**config.mk**
```make
export PLATFORM = sky130hd
export DESIGN_NAME = ear_led_segment_pattern_generator
export DESIGN_NICKNAME = d
export VERILOG_FILES = /design/src/rtl/elsp_pkg.sv /design/src/rtl/ear_led_segment_pattern_generator.sv /design/src/rtl/elsp_div.sv /design/src/rtl/elsp_queue.sv /design/src/rtl/elsp_front.sv /design/src/rtl/elsp_back.sv
export SDC_FILE = /design/constraint.sdc
export NUM_CORES = 1
export LEC_CHECK = 0
export BUFFER_PORTS_ARGS = -buffer_cell sky130_fd_sc_hd__buf_4
export CAP_MARGIN = 20
export CORE_ASPECT_RATIO = 0.75
export CORE_MARGIN = 2
export CORE_UTILIZATION = 25
export DETAILED_ROUTE_END_ITERATION = 8
export SLEW_MARGIN = 20
export SYNTH_ARGS = -nofsm -noshare
export SYNTH_HDL_FRONTEND = slang
export SYNTH_SLANG_ARGS = --single-unit
```
**constraint.sdc**
```tcl
create_clock -name clk -period 6.65 [get_ports clk]
set_input_delay 1.33 -clock clk [delete_from_list [all_inputs] [get_ports clk]]
set_output_delay 1.33 -clock clk [all_outputs]
set_load 0.02 [all_outputs]
```
**src/rtl/elsp_pkg.sv**
```systemverilog
package elsp_pkg;

  // Ring size
  localparam int SEGMENTS_DEF = 10;
  localparam int SEG_MAX      = 16;
  localparam int SEG_W        = 4;

  // Field widths
  localparam int TIME_W  = 32;
  localparam int ACT_W   = 3;
  localparam int LEVEL_W = 8;
  localparam int PROG_W  = 7;
  localparam int SPEED_W = 8;
  localparam int RUN_W   = 4;
  localparam int IVL_W   = 16;

  localparam logic [LEVEL_W-1:0] LEVEL_FULL = 8'd255;
  localparam logic [LEVEL_W-1:0] LEVEL_OFF  = 8'd0;

  // Configuration port
  localparam int ADDR_W    = 4;
  localparam int DATA_W    = 32;
  localparam int REG_IDX_W = 2;
  localparam logic [RUN_W-1:0] RUN_LEN_RST  = 4'd4;
  localparam logic [IVL_W-1:0] INTERVAL_RST = 16'd200;

  typedef enum logic [REG_IDX_W-1:0] {
    REG_MIRRORED = 2'd0,
    REG_RUN_LEN  = 2'd1,
    REG_INTERVAL = 2'd2
  } reg_idx_t;

  typedef enum logic [ACT_W-1:0] {
    ACT_OFF     = 3'd0,
    ACT_BRIGHT  = 3'd1,
    ACT_SPIN    = 3'd2,
    ACT_PROG    = 3'd3,
    ACT_BREATHE = 3'd4
  } action_t;

  // Breathing ramp: half period = speed * 50 ms, ramp = e * 255 / half
  localparam int HALF_W        = 14;
  localparam int PULSE_STEP_MS = 50;
  localparam int QUOT_W        = 8;
  localparam int DIV_NUM_W     = HALF_W + QUOT_W;

  // Progress: p / 10 as (p * 205) >> 11, exact for p <= 100
  localparam logic [PROG_W-1:0] PROG_MAX = 7'd100;
  localparam int PROG_RECIP = 205;
  localparam int PROG_MUL_W = 15;
  localparam int FULL_W     = 4;

  typedef enum logic [1:0] {
    CMD_UNIFORM  = 2'd0,
    CMD_PATTERN  = 2'd1,
    CMD_PROGRESS = 2'd2
  } cmd_kind_t;

  // One classified tick, handed from the front to the back
  typedef struct packed {
    cmd_kind_t            kind;
    logic [LEVEL_W-1:0]   level;
    logic [FULL_W-1:0]    full;
    logic                 all_on;
    logic [SEG_MAX-1:0]   pattern;
  } cmd_t;

  typedef struct packed {
    logic               mirrored;
    logic [RUN_W-1:0]   run_len;
    logic [IVL_W-1:0]   interval;
    logic               home;
    logic               home_mirrored;
  } cfg_t;

  typedef enum logic [1:0] {
    F_IDLE = 2'd0,
    F_EVAL = 2'd1,
    F_DIV  = 2'd2,
    F_PUSH = 2'd3
  } front_state_t;

  localparam int QDEPTH = 2;

  // Fractional bar segment: rem * 255 / 10, rounded down
  function automatic logic [LEVEL_W-1:0] frac_level(input logic [FULL_W-1:0] rem);
    logic [LEVEL_W-1:0] v;
    case (rem)
      4'd1:    v = 8'd25;
      4'd2:    v = 8'd51;
      4'd3:    v = 8'd76;
      4'd4:    v = 8'd102;
      4'd5:    v = 8'd127;
      4'd6:    v = 8'd153;
      4'd7:    v = 8'd178;
      4'd8:    v = 8'd204;
      4'd9:    v = 8'd229;
      default: v = 8'd0;
    endcase
    return v;
  endfunction

endpackage

```
**src/rtl/ear_led_segment_pattern_generator.sv**
```systemverilog
// Channel   Dir  Handshake         Payload
// in        in   in_valid/in_stall time_ms, action, brightness, progress, pulse_speed
// out       out  out_valid/out_stall segment, level, last (SEGMENTS items per tick)
// cfg       in   psel/penable/pwrite mirrored @0x0, spinner_run_length @0x4,
//                                    spinner_interval_ms @0x8
//
// Flow: the front steps each tick through accept, evaluate and push, and takes no new tick
// until the push; a breathing tick still on its ramp also waits on the ramp divider, one
// quotient bit per cycle. The back emits one segment per cycle while out_stall is low,
// SEGMENTS per tick; the slower side sets the sustained tick rate.
// Reset: synchronous, active low; clears control and pattern state, no sweep.
// Stalls: a 2-entry command queue separates front and back, so the front keeps
// taking ticks while the output is stalled until the queue fills.
module ear_led_segment_pattern_generator #(
  parameter int SEGMENTS = elsp_pkg::SEGMENTS_DEF
) (
  input  logic                          clk,
  input  logic                          rst_n,
  // tick input
  input  logic                          in_valid,
  output logic                          in_stall,
  input  logic [elsp_pkg::TIME_W-1:0]   in_time_ms,
  input  logic [elsp_pkg::ACT_W-1:0]    in_action,
  input  logic [elsp_pkg::LEVEL_W-1:0]  in_brightness,
  input  logic [elsp_pkg::PROG_W-1:0]   in_progress,
  input  logic [elsp_pkg::SPEED_W-1:0]  in_pulse_speed,
  // segment output
  output logic                          out_valid,
  input  logic                          out_stall,
  output logic [elsp_pkg::SEG_W-1:0]    out_segment,
  output logic [elsp_pkg::LEVEL_W-1:0]  out_level,
  output logic                          out_last,
  // register port
  input  logic                          psel,
  input  logic                          penable,
  input  logic                          pwrite,
  input  logic [elsp_pkg::ADDR_W-1:0]   paddr,
  input  logic [elsp_pkg::DATA_W-1:0]   pwdata,
  output logic [elsp_pkg::DATA_W-1:0]   prdata,
  output logic                          pready
);

  localparam int DW = elsp_pkg::DATA_W;

  logic                           mirrored_r;
  logic [elsp_pkg::RUN_W-1:0]     run_len_r;
  logic [elsp_pkg::IVL_W-1:0]     interval_r;
  logic                           cfg_wr;
  logic [elsp_pkg::REG_IDX_W-1:0] cfg_idx;
  elsp_pkg::cfg_t                 cfg;

  elsp_pkg::cmd_t q_din, q_dout;
  logic           q_push, q_pop, q_full, q_empty;

  // Register file: word index from the byte address, low bits ignored
  assign pready  = 1'b1;
  assign cfg_wr  = psel && penable && pwrite && pready;
  assign cfg_idx = paddr[elsp_pkg::ADDR_W-1:2];

  always_ff @(posedge clk) begin
    if (!rst_n) begin
      mirrored_r <= 1'b0;
      run_len_r  <= elsp_pkg::RUN_LEN_RST;
      interval_r <= elsp_pkg::INTERVAL_RST;
    end else if (cfg_wr) begin
      case (elsp_pkg::reg_idx_t'(cfg_idx))
        elsp_pkg::REG_MIRRORED: mirrored_r <= pwdata[0];
        elsp_pkg::REG_RUN_LEN:  run_len_r  <= pwdata[elsp_pkg::RUN_W-1:0];
        elsp_pkg::REG_INTERVAL: interval_r <= pwdata[elsp_pkg::IVL_W-1:0];
        default: ;
      endcase
    end
  end

  always_comb begin
    case (elsp_pkg::reg_idx_t'(cfg_idx))
      elsp_pkg::REG_MIRRORED: prdata = DW'(mirrored_r);
      elsp_pkg::REG_RUN_LEN:  prdata = DW'(run_len_r);
      elsp_pkg::REG_INTERVAL: prdata = DW'(interval_r);
      default:                prdata = '0;
    endcase
  end

  // Writing the mirror bit also sends the spinner head home
  always_comb begin
    cfg.mirrored      = mirrored_r;
    cfg.run_len       = run_len_r;
    cfg.interval      = interval_r;
    cfg.home          = cfg_wr && (elsp_pkg::reg_idx_t'(cfg_idx) == elsp_pkg::REG_MIRRORED);
    cfg.home_mirrored = pwdata[0];
  end

  // Front: accept, classify, advance spinner and breathing state
  elsp_front #(
    .SEGMENTS (SEGMENTS)
  ) u_front (
    .clk            (clk),
    .rst_n          (rst_n),
    .cfg            (cfg),
    .in_valid       (in_valid),
    .in_stall       (in_stall),
    .in_time_ms     (in_time_ms),
    .in_action      (in_action),
    .in_brightness  (in_brightness),
    .in_progress    (in_progress),
    .in_pulse_speed (in_pulse_speed),
    .q_push         (q_push),
    .q_din          (q_din),
    .q_full         (q_full)
  );

  // Command queue between the two halves
  elsp_queue u_queue (
    .clk   (clk),
    .rst_n (rst_n),
    .push  (q_push),
    .din   (q_din),
    .pop   (q_pop),
    .dout  (q_dout),
    .full  (q_full),
    .empty (q_empty)
  );

  // Back: expand one command into per-segment levels
  elsp_back #(
    .SEGMENTS (SEGMENTS)
  ) u_back (
    .clk         (clk),
    .rst_n       (rst_n),
    .mirrored    (mirrored_r),
    .q_dout      (q_dout),
    .q_empty     (q_empty),
    .q_pop       (q_pop),
    .out_valid   (out_valid),
    .out_stall   (out_stall),
    .out_segment (out_segment),
    .out_level   (out_level),
    .out_last    (out_last)
  );

endmodule

```
**src/rtl/elsp_div.sv**
```systemverilog
module elsp_div (
  input  logic                               clk,
  input  logic                               rst_n,
  input  logic                               start,
  input  logic [elsp_pkg::DIV_NUM_W-1:0]     num,
  input  logic [elsp_pkg::HALF_W-1:0]        den,
  output logic                               done,
  output logic [elsp_pkg::QUOT_W-1:0]        quot
);

  localparam int HW    = elsp_pkg::HALF_W;
  localparam int QW    = elsp_pkg::QUOT_W;
  localparam int CNT_W = $clog2(QW);

  logic          busy_r;
  logic          done_r;
  logic [CNT_W-1:0] cnt_r;
  logic [HW-1:0] rem_r;
  logic [HW-1:0] den_r;
  logic [QW-1:0] lo_r;
  logic [QW-1:0] quot_r;
  logic [HW:0]   trial;
  logic          ge;

  // Quotient is known to fit QW bits, so the top bits seed the remainder
  assign trial = {rem_r, lo_r[QW-1]};
  assign ge    = trial >= {1'b0, den_r};

  always_ff @(posedge clk) begin
    if (!rst_n) begin
      busy_r <= 1'b0;
      done_r <= 1'b0;
      cnt_r  <= '0;
    end else begin
      done_r <= 1'b0;
      if (start) begin
        busy_r <= 1'b1;
        cnt_r  <= '0;
      end else if (busy_r) begin
        cnt_r <= cnt_r + CNT_W'(1);
        if (cnt_r == CNT_W'(QW - 1)) begin
          busy_r <= 1'b0;
          done_r <= 1'b1;
        end
      end
    end
  end

  always_ff @(posedge clk) begin
    if (start) begin
      rem_r <= num[elsp_pkg::DIV_NUM_W-1 -: HW];
      lo_r  <= num[QW-1:0];
      den_r <= den;
    end else if (busy_r) begin
      rem_r  <= ge ? HW'(trial - {1'b0, den_r}) : trial[HW-1:0];
      lo_r   <= {lo_r[QW-2:0], 1'b0};
      quot_r <= {quot_r[QW-2:0], ge};
    end
  end

  assign done = done_r;
  assign quot = quot_r;

endmodule

```
**src/rtl/elsp_queue.sv**
```systemverilog
module elsp_queue (
  input  logic           clk,
  input  logic           rst_n,
  input  logic           push,
  input  elsp_pkg::cmd_t din,
  input  logic           pop,
  output elsp_pkg::cmd_t dout,
  output logic           full,
  output logic           empty
);

  localparam int DEPTH = elsp_pkg::QDEPTH;
  localparam int PTR_W = $clog2(DEPTH);

  elsp_pkg::cmd_t    mem_r [DEPTH];
  logic [PTR_W-1:0]  wr_ptr_r;
  logic [PTR_W-1:0]  rd_ptr_r;
  logic [PTR_W:0]    count_r;

  assign full  = count_r == (PTR_W+1)'(DEPTH);
  assign empty = count_r == '0;
  assign dout  = mem_r[rd_ptr_r];

  always_ff @(posedge clk) begin
    if (!rst_n) begin
      wr_ptr_r <= '0;
      rd_ptr_r <= '0;
      count_r  <= '0;
    end else begin
      if (push) wr_ptr_r <= wr_ptr_r + PTR_W'(1);
      if (pop)  rd_ptr_r <= rd_ptr_r + PTR_W'(1);
      if (push && !pop)      count_r <= count_r + (PTR_W+1)'(1);
      else if (pop && !push) count_r <= count_r - (PTR_W+1)'(1);
    end
  end

  always_ff @(posedge clk) begin
    if (push) mem_r[wr_ptr_r] <= din;
  end

endmodule

```
**src/rtl/elsp_front.sv**
```systemverilog
module elsp_front #(
  parameter int SEGMENTS = elsp_pkg::SEGMENTS_DEF
) (
  input  logic                          clk,
  input  logic                          rst_n,
  input  elsp_pkg::cfg_t                cfg,
  input  logic                          in_valid,
  output logic                          in_stall,
  input  logic [elsp_pkg::TIME_W-1:0]   in_time_ms,
  input  logic [elsp_pkg::ACT_W-1:0]    in_action,
  input  logic [elsp_pkg::LEVEL_W-1:0]  in_brightness,
  input  logic [elsp_pkg::PROG_W-1:0]   in_progress,
  input  logic [elsp_pkg::SPEED_W-1:0]  in_pulse_speed,
  output logic                          q_push,
  output elsp_pkg::cmd_t                q_din,
  input  logic                          q_full
);

  localparam int SW     = elsp_pkg::SEG_W;
  localparam int DIST_W = SW + 1;
  localparam int TW     = elsp_pkg::TIME_W;
  localparam int HW     = elsp_pkg::HALF_W;
  localparam int QW     = elsp_pkg::QUOT_W;
  localparam int PW     = elsp_pkg::PROG_W;
  localparam int FW     = elsp_pkg::FULL_W;
  localparam int MW     = elsp_pkg::PROG_MUL_W;
  localparam int NW     = elsp_pkg::DIV_NUM_W;

  elsp_pkg::front_state_t fstate_r, fstate_nxt;

  // Latched tick
  logic [TW-1:0]                 time_r;
  logic [elsp_pkg::ACT_W-1:0]    action_r;
  logic [elsp_pkg::LEVEL_W-1:0]  bright_r;
  logic [PW-1:0]                 prog_r;
  logic [elsp_pkg::SPEED_W-1:0]  speed_r;

  // Pattern state
  logic [SW-1:0]                 spin_pos_r;
  logic [TW-1:0]                 spin_last_r;
  logic [SEGMENTS-1:0]           spin_pat_r;
  logic [TW-1:0]                 pulse_start_r;
  logic                          pulse_rising_r;
  logic [elsp_pkg::SPEED_W-1:0]  pulse_speed_r;

  elsp_pkg::cmd_t cmd_r, cmd_eval;

  // Spinner
  logic                spin_step;
  logic [DIST_W-1:0]   spin_dist [SEGMENTS];
  logic [SEGMENTS-1:0] spin_new_pat;
  logic [SW-1:0]       spin_pos_adv;

  // Progress
  logic [PW-1:0]       prog_sat;
  logic [MW-1:0]       prog_mul;
  logic [FW-1:0]       prog_full;
  logic [PW-1:0]       prog_x10;
  logic [PW-1:0]       prog_rem;

  // Breathing
  logic                speed_chg;
  logic [TW-1:0]       start_eff;
  logic                rising_eff;
  logic [TW-1:0]       elapsed;
  logic [HW-1:0]       half;
  logic                e_full;
  logic [NW-1:0]       div_num;
  logic                breathe;

  logic                div_start;
  logic                div_done;
  logic [QW-1:0]       div_quot;

  elsp_div u_div (
    .clk   (clk),
    .rst_n (rst_n),
    .start (div_start),
    .num   (div_num),
    .den   (half),
    .done  (div_done),
    .quot  (div_quot)
  );

  // Spinner: a segment is lit when its distance from the head, walking
  // the spin direction, is below the run length.
  assign spin_step = (time_r - spin_last_r) > TW'(cfg.interval);

  always_comb begin
    for (int j = 0; j < SEGMENTS; j++) begin
      if (cfg.mirrored) begin
        spin_dist[j] = (spin_pos_r >= SW'(j)) ? {1'b0, spin_pos_r} - DIST_W'(j)
                                              : {1'b0, spin_pos_r} + DIST_W'(SEGMENTS - j);
      end else begin
        spin_dist[j] = (SW'(j) >= spin_pos_r) ? DIST_W'(j) - {1'b0, spin_pos_r}
                                              : DIST_W'(j + SEGMENTS) - {1'b0, spin_pos_r};
      end
      spin_new_pat[j] = spin_dist[j] < {1'b0, cfg.run_len};
    end
  end

  always_comb begin
    if (cfg.mirrored) begin
      spin_pos_adv = (spin_pos_r == '0) ? SW'(SEGMENTS - 1) : spin_pos_r - SW'(1);
    end else begin
      spin_pos_adv = (spin_pos_r == SW'(SEGMENTS - 1)) ? '0 : spin_pos_r + SW'(1);
    end
  end

  // Progress: saturate, split into full segments and a remainder
  assign prog_sat  = (prog_r > elsp_pkg::PROG_MAX) ? elsp_pkg::PROG_MAX : prog_r;
  assign prog_mul  = MW'(prog_sat) * MW'(elsp_pkg::PROG_RECIP);
  assign prog_full = prog_mul[MW-1 -: FW];
  assign prog_x10  = PW'({prog_full, 3'b000}) + PW'({prog_full, 1'b0});
  assign prog_rem  = prog_sat - prog_x10;

  // Breathing: restart on speed change, ramp over the half period
  assign breathe    = elsp_pkg::action_t'(action_r) == elsp_pkg::ACT_BREATHE;
  assign speed_chg  = speed_r != pulse_speed_r;
  assign start_eff  = speed_chg ? time_r : pulse_start_r;
  assign rising_eff = speed_chg | pulse_rising_r;
  assign elapsed    = time_r - start_eff;
  assign half       = HW'(speed_r) * HW'(elsp_pkg::PULSE_STEP_MS);
  assign e_full     = elapsed >= TW'(half);
  assign div_num    = {elapsed[HW-1:0], QW'(0)} - NW'(elapsed[HW-1:0]);

  always_comb begin
    cmd_eval         = '0;
    cmd_eval.kind    = elsp_pkg::CMD_UNIFORM;
    cmd_eval.level   = elsp_pkg::LEVEL_OFF;
    case (elsp_pkg::action_t'(action_r))
      elsp_pkg::ACT_BRIGHT: begin
        cmd_eval.level = bright_r;
      end
      elsp_pkg::ACT_SPIN: begin
        cmd_eval.kind    = elsp_pkg::CMD_PATTERN;
        cmd_eval.pattern = elsp_pkg::SEG_MAX'(spin_step ? spin_new_pat : spin_pat_r);
      end
      elsp_pkg::ACT_PROG: begin
        cmd_eval.kind   = elsp_pkg::CMD_PROGRESS;
        cmd_eval.level  = elsp_pkg::frac_level(prog_rem[FW-1:0]);
        cmd_eval.full   = prog_full;
        cmd_eval.all_on = prog_sat == elsp_pkg::PROG_MAX;
      end
      elsp_pkg::ACT_BREATHE: begin
        // A finished half period shows the end of the ramp
        cmd_eval.level = rising_eff ? elsp_pkg::LEVEL_FULL : elsp_pkg::LEVEL_OFF;
      end
      default: begin
        cmd_eval.level = elsp_pkg::LEVEL_OFF;
      end
    endcase
  end

  // Sequencer
  always_comb begin
    fstate_nxt = fstate_r;
    case (fstate_r)
      elsp_pkg::F_IDLE: if (in_valid) fstate_nxt = elsp_pkg::F_EVAL;
      elsp_pkg::F_EVAL: fstate_nxt = (breathe && !e_full) ? elsp_pkg::F_DIV
                                                          : elsp_pkg::F_PUSH;
      elsp_pkg::F_DIV:  if (div_done) fstate_nxt = elsp_pkg::F_PUSH;
      elsp_pkg::F_PUSH: if (!q_full) fstate_nxt = elsp_pkg::F_IDLE;
      default:          fstate_nxt = elsp_pkg::F_IDLE;
    endcase
  end

  always_comb begin
    in_stall  = 1'b1;
    div_start = 1'b0;
    q_push    = 1'b0;
    case (fstate_r)
      elsp_pkg::F_IDLE: in_stall  = 1'b0;
      elsp_pkg::F_EVAL: div_start = breathe && !e_full;
      elsp_pkg::F_PUSH: q_push    = !q_full;
      default:          in_stall  = 1'b1;
    endcase
  end

  assign q_din = cmd_r;

  always_ff @(posedge clk) begin
    if (!rst_n) begin
      fstate_r       <= elsp_pkg::F_IDLE;
      spin_pos_r     <= '0;
      spin_last_r    <= '0;
      spin_pat_r     <= '0;
      pulse_start_r  <= '0;
      pulse_rising_r <= 1'b1;
      pulse_speed_r  <= '0;
    end else begin
      fstate_r <= fstate_nxt;
      if (cfg.home) begin
        spin_pos_r <= cfg.home_mirrored ? SW'(SEGMENTS - 1) : '0;
      end else if (fstate_r == elsp_pkg::F_EVAL) begin
        if (elsp_pkg::action_t'(action_r) == elsp_pkg::ACT_SPIN && spin_step) begin
          spin_last_r <= time_r;
          spin_pat_r  <= spin_new_pat;
          spin_pos_r  <= spin_pos_adv;
        end
      end
      if (fstate_r == elsp_pkg::F_EVAL && breathe) begin
        pulse_speed_r <= speed_r;
        if (e_full) begin
          pulse_start_r  <= time_r;
          pulse_rising_r <= !rising_eff;
        end else begin
          pulse_start_r  <= start_eff;
          pulse_rising_r <= rising_eff;
        end
      end
    end
  end

  always_ff @(posedge clk) begin
    if (fstate_r == elsp_pkg::F_IDLE && in_valid) begin
      time_r   <= in_time_ms;
      action_r <= in_action;
      bright_r <= in_brightness;
      prog_r   <= in_progress;
      speed_r  <= in_pulse_speed;
    end
    if (fstate_r == elsp_pkg::F_EVAL) begin
      cmd_r <= cmd_eval;
    end else if (fstate_r == elsp_pkg::F_DIV && div_done) begin
      cmd_r.level <= pulse_rising_r ? div_quot : elsp_pkg::LEVEL_FULL - div_quot;
    end
  end

endmodule

```
**src/rtl/elsp_back.sv**
```systemverilog
module elsp_back #(
  parameter int SEGMENTS = elsp_pkg::SEGMENTS_DEF
) (
  input  logic                          clk,
  input  logic                          rst_n,
  input  logic                          mirrored,
  input  elsp_pkg::cmd_t                q_dout,
  input  logic                          q_empty,
  output logic                          q_pop,
  output logic                          out_valid,
  input  logic                          out_stall,
  output logic [elsp_pkg::SEG_W-1:0]    out_segment,
  output logic [elsp_pkg::LEVEL_W-1:0]  out_level,
  output logic                          out_last
);

  localparam int SW = elsp_pkg::SEG_W;

  logic           busy_r;
  logic [SW-1:0]  seg_r;
  elsp_pkg::cmd_t cmd_r;
  logic           seg_last;
  logic           load;
  logic [SW-1:0]  bar_pos;

  assign seg_last = seg_r == SW'(SEGMENTS - 1);
  assign load     = !q_empty && (!busy_r || (!out_stall && seg_last));
  assign q_pop    = load;

  always_ff @(posedge clk) begin
    if (!rst_n) begin
      busy_r <= 1'b0;
      seg_r  <= '0;
    end else if (load) begin
      busy_r <= 1'b1;
      seg_r  <= '0;
    end else if (busy_r && !out_stall) begin
      if (seg_last) busy_r <= 1'b0;
      else          seg_r  <= seg_r + SW'(1);
    end
  end

  always_ff @(posedge clk) begin
    if (load) cmd_r <= q_dout;
  end

  // Bar position counts from the last segment when mirrored
  assign bar_pos = mirrored ? SW'(SEGMENTS - 1) - seg_r : seg_r;

  always_comb begin
    case (cmd_r.kind)
      elsp_pkg::CMD_UNIFORM:  out_level = cmd_r.level;
      elsp_pkg::CMD_PATTERN:  out_level = cmd_r.pattern[seg_r] ? elsp_pkg::LEVEL_FULL
                                                               : elsp_pkg::LEVEL_OFF;
      elsp_pkg::CMD_PROGRESS: begin
        if (cmd_r.all_on || bar_pos < cmd_r.full) out_level = elsp_pkg::LEVEL_FULL;
        else if (bar_pos == cmd_r.full)           out_level = cmd_r.level;
        else                                      out_level = elsp_pkg::LEVEL_OFF;
      end
      default: out_level = elsp_pkg::LEVEL_OFF;
    endcase
  end

  assign out_valid   = busy_r;
  assign out_segment = seg_r;
  assign out_last    = seg_last;

endmodule

```
==> summary.md, run 1 <==
| Metric | Value |
|---|---|
| Placed Cells | 3810 |
| Mapped Area | around 24000 um2 |
| Vias | 18461 |
| Pre-antenna DRT Iters | 5 |
| Total wire length | approximately 66000 um |
| Worst R2R Path Depth | 29 |
| Tmin final | between 6 and 7 ns |
| Post-synth EDFFs | about 200 |
| Area Growth Syn to Fin | 16.74% |
| Lkg Pwr | approximately 11 nW |
| CTS H-tree depth | 2 |
| Distinct cells, synth | 90 |
| Power density over the cells | roughly 370 nW/um2 |
| Die height | roughly 270 um |
| CP max stage delay | 0.41 ns |
| DRT iter0 DRCs | 1470 |
| Final Instance Area | 27450 um2 |
| Total global-route track usage | between 10% and 20% |
| Share of the synthesized area in the top cell type | about a quarter |
| Total negative slack | 0 ns |
| CTS sink cnt | between 300 and 400 |
| Fmax | between 150 and 200 MHz |
| Slowest CP cell | edfxtp_1 |
| Yosys warning count | 0 |
| Crit path capture type | flop |
| Crit path buf inv count | 6 |
| Finished Core Util | between 20% and 30% |
| Placed inst area | 25830 um2 |
| Nets | about 3000 |
| Number of buffers added on ports | around 110 |
| I/O pins | approximately 150 |
| Post-route ant nets | 0 |
| Drt via density | 4.736 |
| Share of layout cells above drive strength 1 | 12.29% |
| Delay-heaviest family, CP | simple AND/OR/NAND/NOR gates |
| Tightest Hold Check Type | reg2reg |
| Synth Instances | ~2500 |
| Synth area leader | edfxtp_1 |
| CTS Buf Count | 37 |
| # diodes | 0 |
| IR drop worst, VDD | 0.0002925 V |
| HPWL Detailed | about 50000 um |
| FP Rows | 97 |
| Worst-Margin Slew | 0.9893 ns |
| Setup violators final | 0 |
| Clock skew | between 0.03 and 0.04 ns |
| Crit Path Class | reg2reg |
| WHS Path Cells | 0 |
| Die area | ~97000 um2 |
| Mapped Avg Cell Area | a little over 9 um2 |
| Clock latency on the worst-skew pair | about 0.6 ns |
| Synth async-reset ratio | 0% |
| First-pass GRT wire length | roughly 100000 um |
| Hold Buf Count CTS | 0 |
| CTS tree | yes |
| Placer Congestion | a little under 0.9 |
| Tcrit/Tclk final | a little over nine tenths |
| Register area share after synthesis | a little over a third |
| Core area | between 90000 and 100000 um2 |
| Primary FF master, synth | edfxtp_1 |
| WL per Instance | 16.87 um |
| Final hold slack | between 0.4 and 0.5 ns |
| Slew Limit Fails | 0 |
| Non-filler cells, final | around 3900 |
| CP arrival | about 6.7 ns |
| Synth area leaders | edfxtp_1 (26%), ha_1 (13%), dfxtp_1 (11%) |
| Outcome | complete, no violations |
| Die width | between 300 and 400 um |
| Number of global-route vias before repair | 17093 |
| CP startpoint kind | flop |
| DR DRC count | 0 |
| Flops & latches, synth | around 330 |
| WP depth | 29 |
| Clock root buffer | clkbuf_16 |
| Max_slew headroom | 33.57% |
| Initial antenna violation count | 3 |
| Hold Violations, Final | 0 |
| Pin count of the biggest net entering global routing | roughly 90 |
| Critical path fanouts, max | 6 |
| CP required | slightly below 7 ns |
| Bufs on Longest Clock Path | 3 |
| Max cap viols | 0 |
| Clock slew at reported path FFs | 0.07 ns |
| GRT Residual Overflow | 0 |
| Initial Util | approximately a quarter |
## worst register-to-register path: cells and delay by family (launching register included)
| kind | cells | cell delay [ns] |
|---|---|---|
| multiplexers | 1 | 0.24 |
| XOR/XNOR | 2 | 0.41 |
| buffers and inverters | 6 | 0.84 |
| AND/OR/NAND/NOR | 11 | 2.19 |
| AO/OA/AOI/OAI | 6 | 1.14 |
| flip-flops | 1 | 0.41 |
| adder cells (fa/ha/maj) | 3 | 0.86 |
## layer usage
metal | vias to the layer above | part of all wire [%] | GRT usage, %
li1 | 9217 | - | -
met1 | 8670 | 53 | 21.51
met3 | 60 | 8.1 | 2.782
met4 | 0 | 1.4 | 2.444
met2 | 514 | 38 | 17.51
met5 | - | 0 | 0
## placed cells by master (no fill, tap or decap), drive strengths merged, types with 8 or more instances in the layout
cell and instances:
inv 195, o2111ai 11, mux2 41, xor2 53
and3 8, fa 15, dfxtp 124, and2 30
nand3 33, or2 9, nor2b 30, nor3b 11
a21oi 197, a21boi 8, clkbuf 48, edfxtp 201
nor2 130, a31oi 16, a211oi 28, o21a 22
o21bai 14, nand2b 25, nand2 321, mux2i 157
a2111oi 9, a21o 45, nor3 37, nor4 9
a221oi 11, xnor2 88, nand4 26, clkinv 14
ha 250, buf 176, o21ai 114, conb 17
o211ai 37
## logic make-up (layout without fill, tap and decap cells)
group | count (synthesis) | after routing | synth area share, %
simple gates | 703 | 703 | 13.96
buf+inv | 313 | 441 | 5.582
xor+xnor | 141 | 141 | 5.252
fa+ha+maj | 265 | 265 | 14.58
mux | 200 | 200 | 8.838
flops | 325 | 325 | 36.23
compound gates | 569 | 569 | 15.53
other cells | 2 | 17 | 0.03194
## metrics by stage
step / setup WS, ns / power [mW]
6_report: 0.2904 / 10.11
4_1_cts: 0.07994 / 10.04
3_3_place_gp: 0.06365 / 7.681
3_5_place_dp: -0.04749 / 7.739
5_1_grt: -0.07451 / 10.92
2_1_floorplan: 0.5252 / 6.413
## where the power goes
group / switching [mW] / leakage [nW] / internal (mW) / total [mW]
Clock: 0.960 / 0.623 / 1.27 / 2.23
Sequential: 0.188 / 2.85 / 2.51 / 2.70
Combinational: 3.06 / 7.64 / 2.12 / 5.19
Total: 4.21 / 11.1 / 5.91 / 10.1
## Yosys cell counts, drive strengths merged (14+ instances only)
library cell,instances
mux2i,157
xor2,53
nand4,26
ha,250
a21o,45
nand2,321
nand2b,25
nand3,33
fa,15
inv,192
o21a,22
a21oi,197
edfxtp,201
a31oi,16
clkbuf,65
o211ai,37
buf,54
nor3,37
dfxtp,124
nor2,130
nor2b,30
and2,30
o21bai,14
mux2,41
a211oi,28
o21ai,114
xnor2,88
## path summary, 6_finish.rpt
kind	start	slack [ns]	endpoint
worst min register to register	u_front.q_din[27]	0.42	u_queue.mem_r[1][21]
worst max register to register	u_front.speed_r[4]	0.29	u_front.u_div.lo_r[3]
worst min-delay path	u_front.q_din[27]	0.42	u_queue.mem_r[1][21]
worst max-delay path	u_front.speed_r[4]	0.29	u_front.u_div.lo_r[3]
## registers in the layout, indices dropped and copies added (netlist names), 10 cells and up
register,cells
u_front.spin_pat_r,10
u_front.time_r,32
u_queue.mem_r,50
u_front.q_din,25
u_front.pulse_start_r,32
u_front.u_div.den_r,13
u_back.cmd_r,25
interval_r,16
u_front.spin_last_r,32
u_front.u_div.rem_r,14
## final cells by class
type / count / area (um2)
clock buffers: 45 / 975.9
clock inverters: 23 / 336.6
fillers: 9777 / 65880
inverters: 194 / 728.2
multi-input cells: 1895 / 13880
flip-flops and latches: 325 / 8519
well taps: 1237 / 1548
repair buffers: 179 / 1458
## repair_timing
item / CTS / global route
pin swaps: 0 / 10
buffers inserted: 0 / 16
cloned: 0 / 4
endpoints found under the setup margin: 29 / 106
resized for setup: 2 / 19
Power figures use the tool's default switching activity.
==> inputs of run 2 (changes only) <==
--- a/config.mk
+++ b/config.mk
@@ -6,11 +6,11 @@
 export NUM_CORES = 1
 export LEC_CHECK = 0
 export BUFFER_PORTS_ARGS = -buffer_cell sky130_fd_sc_hd__buf_4
-export CAP_MARGIN = 20
 export CORE_ASPECT_RATIO = 0.75
 export CORE_MARGIN = 2
 export CORE_UTILIZATION = 25
 export DETAILED_ROUTE_END_ITERATION = 8
+export MAX_ROUTING_LAYER = met4
 export SLEW_MARGIN = 20
 export SYNTH_ARGS = -nofsm -noshare
 export SYNTH_HDL_FRONTEND = slang
==> summary.md, run 2 (synthesis results as in run 1) <==
| Metric | Value |
|---|---|
| Outcome | complete, no violations |
| Met2 WL | 24490 um (-1.0%) |
| WL per Instance | 16.82 um (-0.31%) |
| Placed inst area | 25830 um2 (about the same) |
| Pre-CTS WS | 0.0009130 ns (+0.04841 ns) |
| Worst-Margin Slew | 0.9834 ns (-0.005911 ns) |
| Length of routed met3 wiring | 5428 um (+1.3%) |
| CTS Buf Count | 37 (unchanged) |
| Tmin final | 6.320 ns (-0.03936 ns) |
| Drt via density | 4.724 (-0.25%) |
| Setup violators final | 0 (unchanged) |
| IR drop worst, VDD | 0.0003031 V (+3.6%) |
| Reg2reg start | u_front.speed_r[4] |
| R2r setup slk | 0.33 ns (+0.04 ns) |
| Worst Hold End | u_queue.mem_r[1][10] |
| Number of buffers added on ports | 113 (unchanged) |
| Fill cell count | 9758 (-0.19%) |
| CP startpoint kind | flop |
| Slew Limit Fails | 0 (unchanged) |
| Total global-route track usage | 13.65% (+0.39 points) |
| Crit Path Class | reg2reg |
| CP required | 6.98 ns (+0.03 ns) |
| Crit path capture type | flop |
| Nets | 2994 (-0.13%) |
| HPWL Detailed | 49730 um (+0.92%) |
| Vias | 18400 (-0.33%) |
| Worst R2R Path Depth | 27 (-6.9%) |
| Clock root buffer | clkbuf_16 |
| Lkg Pwr | 11.09 nW (-0.17%) |
| Die width | 358.1 um (unchanged) |
| CTS tree | yes |
| First-pass GRT wire length | 100600 um (+0.21%) |
| Initial Util | 25.19% (unchanged) |
| Max reg flops | 50 (unchanged) |
| Top Layer Used | met4 |
| Worst R2R End | u_front.u_div.lo_r[5] |
| I/O pins | 149 (unchanged) |
| Pre-antenna DRT Iters | 6 (+1) |
| Initial antenna violation count | 3 (unchanged) |
| Most common cell after layout, fill and taps aside | nand2_1 |
| Bufs on Longest Clock Path | 3 (unchanged) |
| CTS sink cnt | 325 (unchanged) |
| Fmax | 158.2 MHz (+0.62%) |
| CTS H-tree depth | 2 (unchanged) |
| Final worst setup slack | 0.3298 ns (+0.03936 ns) |
| Hold Violations, Final | 0 (unchanged) |
| DR DRC count | 0 (unchanged) |
| Power density over the cells | 368.2 nW/um2 (about the same) |
| DRT iter0 DRCs | 1517 (+3.2%) |
| Post-route ant nets | 0 (unchanged) |
| Placed Cells | 3813 (+0.079%) |
| FP Rows | 97 (unchanged) |
| Critical path fanouts, max | 7 (+1) |
| Number of global-route vias before repair | 17083 (-0.059%) |
| Finished Core Util | 29.36% (-0.056 points) |
| Non-filler cells, final | 3895 (-0.077%) |
| Share of layout cells above drive strength 1 | 12.31% (+0.023 points) |
| Max_slew headroom | 33.97% (+0.40 points) |
| Placer Congestion | 0.9092 (+1.6%) |
| Metal-1 WL | 34430 um (-0.86%) |
| Total wire length | 65530 um (-0.38%) |
| Hold Buf Count CTS | 0 (unchanged) |
| Core area | 93330 um2 (unchanged) |
| Tightest Hold Check Type | reg2reg |
| Final Instance Area | 27400 um2 (-0.19%) |
| GRT Residual Overflow | 0 (unchanged) |
| Die height | 269.6 um (unchanged) |
| Clock latency on the worst-skew pair | 0.61 ns (about the same) |
| CP arrival | 6.65 ns (about the same) |
| Total Power | 10.09 mW (-0.28%) |
| Hold Crit Start | u_front.q_din[16] |
| Most frequent cells in the layout | nand2_1 (320), ha_1 (248), edfxtp_1 (201) |
| Pin count of the biggest net entering global routing | 92 (unchanged) |
| Tcrit/Tclk final | 95.04% (-0.59 points) |
| Die area | 96550 um2 (unchanged) |
| Max cap viols | 0 (unchanged) |
| Clock slew at reported path FFs | 0.06 ns (about the same) |
| WHS Path Cells | 0 (unchanged) |
| Biggest register | u_queue.mem_r |
| Area Growth Syn to Fin | 16.52% |
| Clock skew | 0.04424 ns (+0.005243 ns) |
==> run 2: critical path, stage by stage (launching register included) <==
cell and delay [ns]:
edfxtp_1 0.42, xor2_1 0.18, nor4_2 0.28, buf_4 0.18, nand2_4 0.08, mux2_2 0.23, ha_2 0.17, inv_1 0.05
fa_2 0.38, a211oi_4 0.31, o21ai_2 0.12, a21oi_2 0.17, o21bai_1 0.08, a21oi_1 0.18, xor2_1 0.24, inv_1 0.10
ha_1 0.31, nand2_1 0.09, nor2_1 0.09, a221oi_2 0.24, nor2b_1 0.16, nand4_1 0.11, nand4b_1 0.24, nor4b_2 0.28
nand4_2 0.31, nor4b_4 0.50, clkbuf_16 0.24, mux2_2 0.33
==> run 2: where the power goes <==
group	internal, mW	switching (mW)	total (mW)
Sequential	2.51	0.191	2.70
Combinational	2.12	3.09	5.20
Clock	1.25	0.934	2.18
Total	5.88	4.21	10.1
==> run 2: final cells by class <==
class                           instances  area (um2)  area share, %
Inverter                              194       728.2          2.658
Timing Repair Buffer                  175        1401          5.115
Tap cell                             1237        1548          5.649
Antenna cell                            2       5.005        0.01827
Sequential cell                       325        8519          31.10
Multi-Input combinational cell       1895       13890          50.69
Clock inverter                         16       225.2         0.8220
Clock buffer                           51        1082          3.950
==> run 2: metal layers <==
metal / global-route usage (%) / up-vias
li1: - / 9190
met1: 21.10 / 8658
met2: 17.29 / 479
met3: 3.540 / 73
met4: 2.687 / 0
met5: - / -
==> run 2: metrics by stage <==
step / TNS (ns) / hold slack (ns)
5_1_grt: -0.04324 / 0.4444
2_1_floorplan: 0 / 0.4215
4_1_cts: 0 / 0.4347
6_report: 0 / 0.4343
3_3_place_gp: 0 / 0.4229
3_5_place_dp: 0 / 0.4296
==> run 2: worst max path at each step <==
stage                       start                      end  slack, ns  depth (start not counted)
6_report       u_front.speed_r[4]    u_front.u_div.lo_r[5]       0.33                         27
5_1_grt        u_front.speed_r[1]    u_front.u_div.lo_r[7]      -0.02                         27
3_5_place_dp   u_front.speed_r[2]   u_front.u_div.rem_r[9]     0.0009                         28
4_1_cts        u_front.speed_r[3]   u_front.u_div.rem_r[9]       0.03                         28
2_1_floorplan  u_front.speed_r[1]    u_front.u_div.lo_r[0]       0.53                         25
3_3_place_gp   u_front.speed_r[2]  u_front.u_div.rem_r[13]       0.13                         28
==> run 2: timing repair <==
action / 4_1_cts / 5_1_grt
pin swaps: 1 / 5
setup endpoints to repair: 37 / 111
gates cloned: 0 / 2
buffers inserted: 2 / 8
gates resized for setup: 0 / 26
hold endpoints to repair: 0 / 0
==> inputs of run 3 (changes only) <==
--- a/config.mk
+++ b/config.mk
@@ -11,6 +11,7 @@
 export CORE_UTILIZATION = 25
 export DETAILED_ROUTE_END_ITERATION = 8
 export MAX_ROUTING_LAYER = met4
+export RECOVER_POWER = 50
 export SLEW_MARGIN = 20
 export SYNTH_ARGS = -nofsm -noshare
 export SYNTH_HDL_FRONTEND = slang
==> summary.md, run 3 (synthesis results as in run 1) <==
| Metric | Value |
|---|---|
| First-pass GRT wire length | 100600 um (unchanged) |
| Bufs on Longest Clock Path | 3 (unchanged) |
| GRT Residual Overflow | 0 (unchanged) |
| Sw Pwr | 4.209 mW (about the same) |
| CP max stage delay | 0.50 ns (about the same) |
| CP required | 6.97 ns (about the same) |
| Number of global-route vias before repair | 17083 (unchanged) |
| P_int | 5.874 mW (about the same) |
| Max cap viols | 5 (+5) |
| CP startpoint kind | flop |
| Max reg flops | 50 (unchanged) |
| Vias | 18482 (+0.45%) |
| Total wire length | 65410 um (-0.18%) |
| Lkg Pwr | 11.00 nW (-0.84%) |
| Nets | 2994 (unchanged) |
| Initial antenna violation count | 2 (-1) |
| Most frequent cells in the layout | nand2_1 (320), ha_1 (248), edfxtp_1 (201) |
| CTS Buf Count | 37 (unchanged) |
| Crit path capture type | flop |
| Setup violators final | 0 (unchanged) |
| Tmin final | 6.313 ns (-0.007030 ns) |
| CP arrival | 6.64 ns (about the same) |
| Clock skew | 0.04537 ns (+0.001125 ns) |
| Non-filler cells, final | 3894 (-0.026%) |
| Biggest register | u_queue.mem_r |
| Slew Limit Fails | 209 (+209) |
| Core area | 93330 um2 (unchanged) |
| Tcrit/Tclk final | 94.94% (-0.11 points) |
| Sw Share | 41.74% (about the same) |
| Clock root buffer | clkbuf_16 |
| Post-route ant nets | 0 (unchanged) |
| CTS sink cnt | 325 (unchanged) |
| Pin count of the biggest net entering global routing | 92 (unchanged) |
| Register area | 8519 um2 (unchanged) |
| FP Rows | 97 (unchanged) |
| WL per Instance | 16.80 um (-0.16%) |
| CTS tree | yes |
| Final hold slack | 0.4328 ns (-0.001552 ns) |
| Hold Violations, Final | 0 (unchanged) |
| Slowest CP cell | nor4b_4 |
| IR drop worst, VDD | 0.0003026 V (-0.17%) |
| Clock slew at reported path FFs | 0.06 ns (about the same) |
| Initial Util | 25.19% (unchanged) |
| Crit path buf inv count | 4 (unchanged) |
| DRT iter0 DRCs | 1624 (+7.1%) |
| Area Growth Syn to Fin | 16.13% |
| Die height | 269.6 um (unchanged) |
| Failing checks | max-capacitance violations, max-slew violations |
| I/O pins | 149 (unchanged) |
| Delay-heaviest family, CP | simple AND/OR/NAND/NOR gates |
| Total global-route track usage | 13.65% (unchanged) |
| Number of buffers added on ports | 113 (unchanged) |
| Worst-Margin Slew | 3.538 ns (+2.554 ns) |
| Drt via density | 4.746 (+0.47%) |
| Die width | 358.1 um (unchanged) |
| Share of layout cells above drive strength 1 | 11.22% (-1.1 points) |
| Crit Path Class | reg2reg |
| Clock power frac | 21.6% (about the same) |
| DR DRC count | 0 (unchanged) |
| Gate power share | 51.5% (about the same) |
| Die area | 96550 um2 (unchanged) |
| Area of the multi-input gates | 13890 um2 (about the same) |
| Pre-antenna DRT Iters | 6 (unchanged) |
| Max_slew headroom | -135.8% (-170 points) |
| Tightest Hold Check Type | reg2reg |
| CTS H-tree depth | 2 (unchanged) |
| HPWL Detailed | 49730 um (unchanged) |
| Power density over the cells | 369.2 nW/um2 (+0.29%) |
| Sequential Power Share | 26.9% (about the same) |
| Fill cell count | 9778 (+0.20%) |
| Outcome | finished with violations |
| Critical path fanouts, max | 7 (unchanged) |
| Placer Congestion | 0.9092 (unchanged) |
| Placed Cells | 3813 (unchanged) |
| Most common cell after layout, fill and taps aside | nand2_1 |
| Fmax | 158.4 MHz (+0.11%) |
| Clock latency on the worst-skew pair | 0.61 ns (about the same) |
==> run 3: cell types whose count changed in the layout (fill, tap and decap cells not counted), sizes merged <==
cell and change:
buf -67, clkbuf +67, diode -1
==> run 3: final timing paths <==
check | startpoint | to | slack (ns) | cells past startpoint
worst min register to register | u_front.q_din[16] | u_queue.mem_r[1][10] | 0.43 | 0
worst max-delay path | u_front.speed_r[4] | u_front.u_div.lo_r[7] | 0.34 | 27
worst min-delay path | u_front.q_din[16] | u_queue.mem_r[1][10] | 0.43 | 0
worst max register to register | u_front.speed_r[4] | u_front.u_div.lo_r[7] | 0.34 | 27
==> run 3: metrics by stage <==
stage | total power, mW | utilization [%] | setup TNS [ns] | setup WS (ns) | cell area [um2]
floorplan | 6.413 | - | 0 | 0.5252 | 23570
global placement | 7.711 | 27.68 | 0 | 0.1295 | 25830
detailed placement | 7.771 | 27.68 | 0 | 0.0009130 | 25830
CTS | 10.01 | 29.10 | 0 | 0.02922 | 27150
global route | 10.89 | 29.26 | -0.04324 | -0.01801 | 27300
finish | 10.08 | 29.26 | 0 | 0.3368 | 27310
==> run 3: per-layer routing <==
| layer | vias to the layer above | share of wire, % | track usage [%] |
|---|---|---|---|
| met5 | - | 0 | - |
| met1 | 8683 | 52 | 21.10 |
| met3 | 68 | 8.5 | 3.540 |
| met2 | 528 | 37 | 17.29 |
| met4 | 0 | 1.8 | 2.687 |
| li1 | 9203 | - | - |
==> run 3: cell type report <==
cell class,instances,share of cell area [%]
Clock buffer,51,3.963
Clock inverter,16,0.8247
Multi-Input combinational cell,1895,50.85
Tap cell,1237,5.668
Inverter,194,2.667
Sequential cell,325,31.20
Timing Repair Buffer,175,4.816
Antenna cell,1,0.009164
==> run 3: worst reg2reg max path, stage by stage (launching register included) <==
cell	delay [ns]
edfxtp_1	0.42
xor2_1	0.18
nor4_2	0.28
buf_4	0.18
nand2_4	0.08
mux2_2	0.23
ha_2	0.17
inv_1	0.05
fa_2	0.38
a211oi_4	0.31
o21ai_2	0.12
a21oi_2	0.18
o21bai_1	0.08
a21oi_1	0.18
xor2_1	0.25
inv_1	0.10
ha_1	0.31
nand2_1	0.09
nor2_1	0.09
a221oi_2	0.24
nor2b_1	0.16
nand4_1	0.11
nand4b_1	0.23
nor4b_2	0.28
nand4_2	0.30
nor4b_4	0.50
clkbuf_16	0.24
mux2_2	0.32
==> run 3: power groups by stage <==
stage / Clock [mW] / Combinational (mW) / Sequential (mW)
6_report: 2.18 / 5.19 / 2.71
5_1_grt: 2.33 / 5.82 / 2.74
4_1_cts: 2.25 / 5.05 / 2.71
3_5_place_dp: 0 / 5.02 / 2.75
3_3_place_gp: 0 / 4.97 / 2.74
2_1_floorplan: 0 / 3.76 / 2.65
==> run 3: repair_timing <==
action,in CTS,in global routing
gates resized for setup,0,26
endpoints found under the setup margin,37,111
pin swaps,1,5
hold buffers,0,0
gates cloned,0,2
buffers inserted,2,8
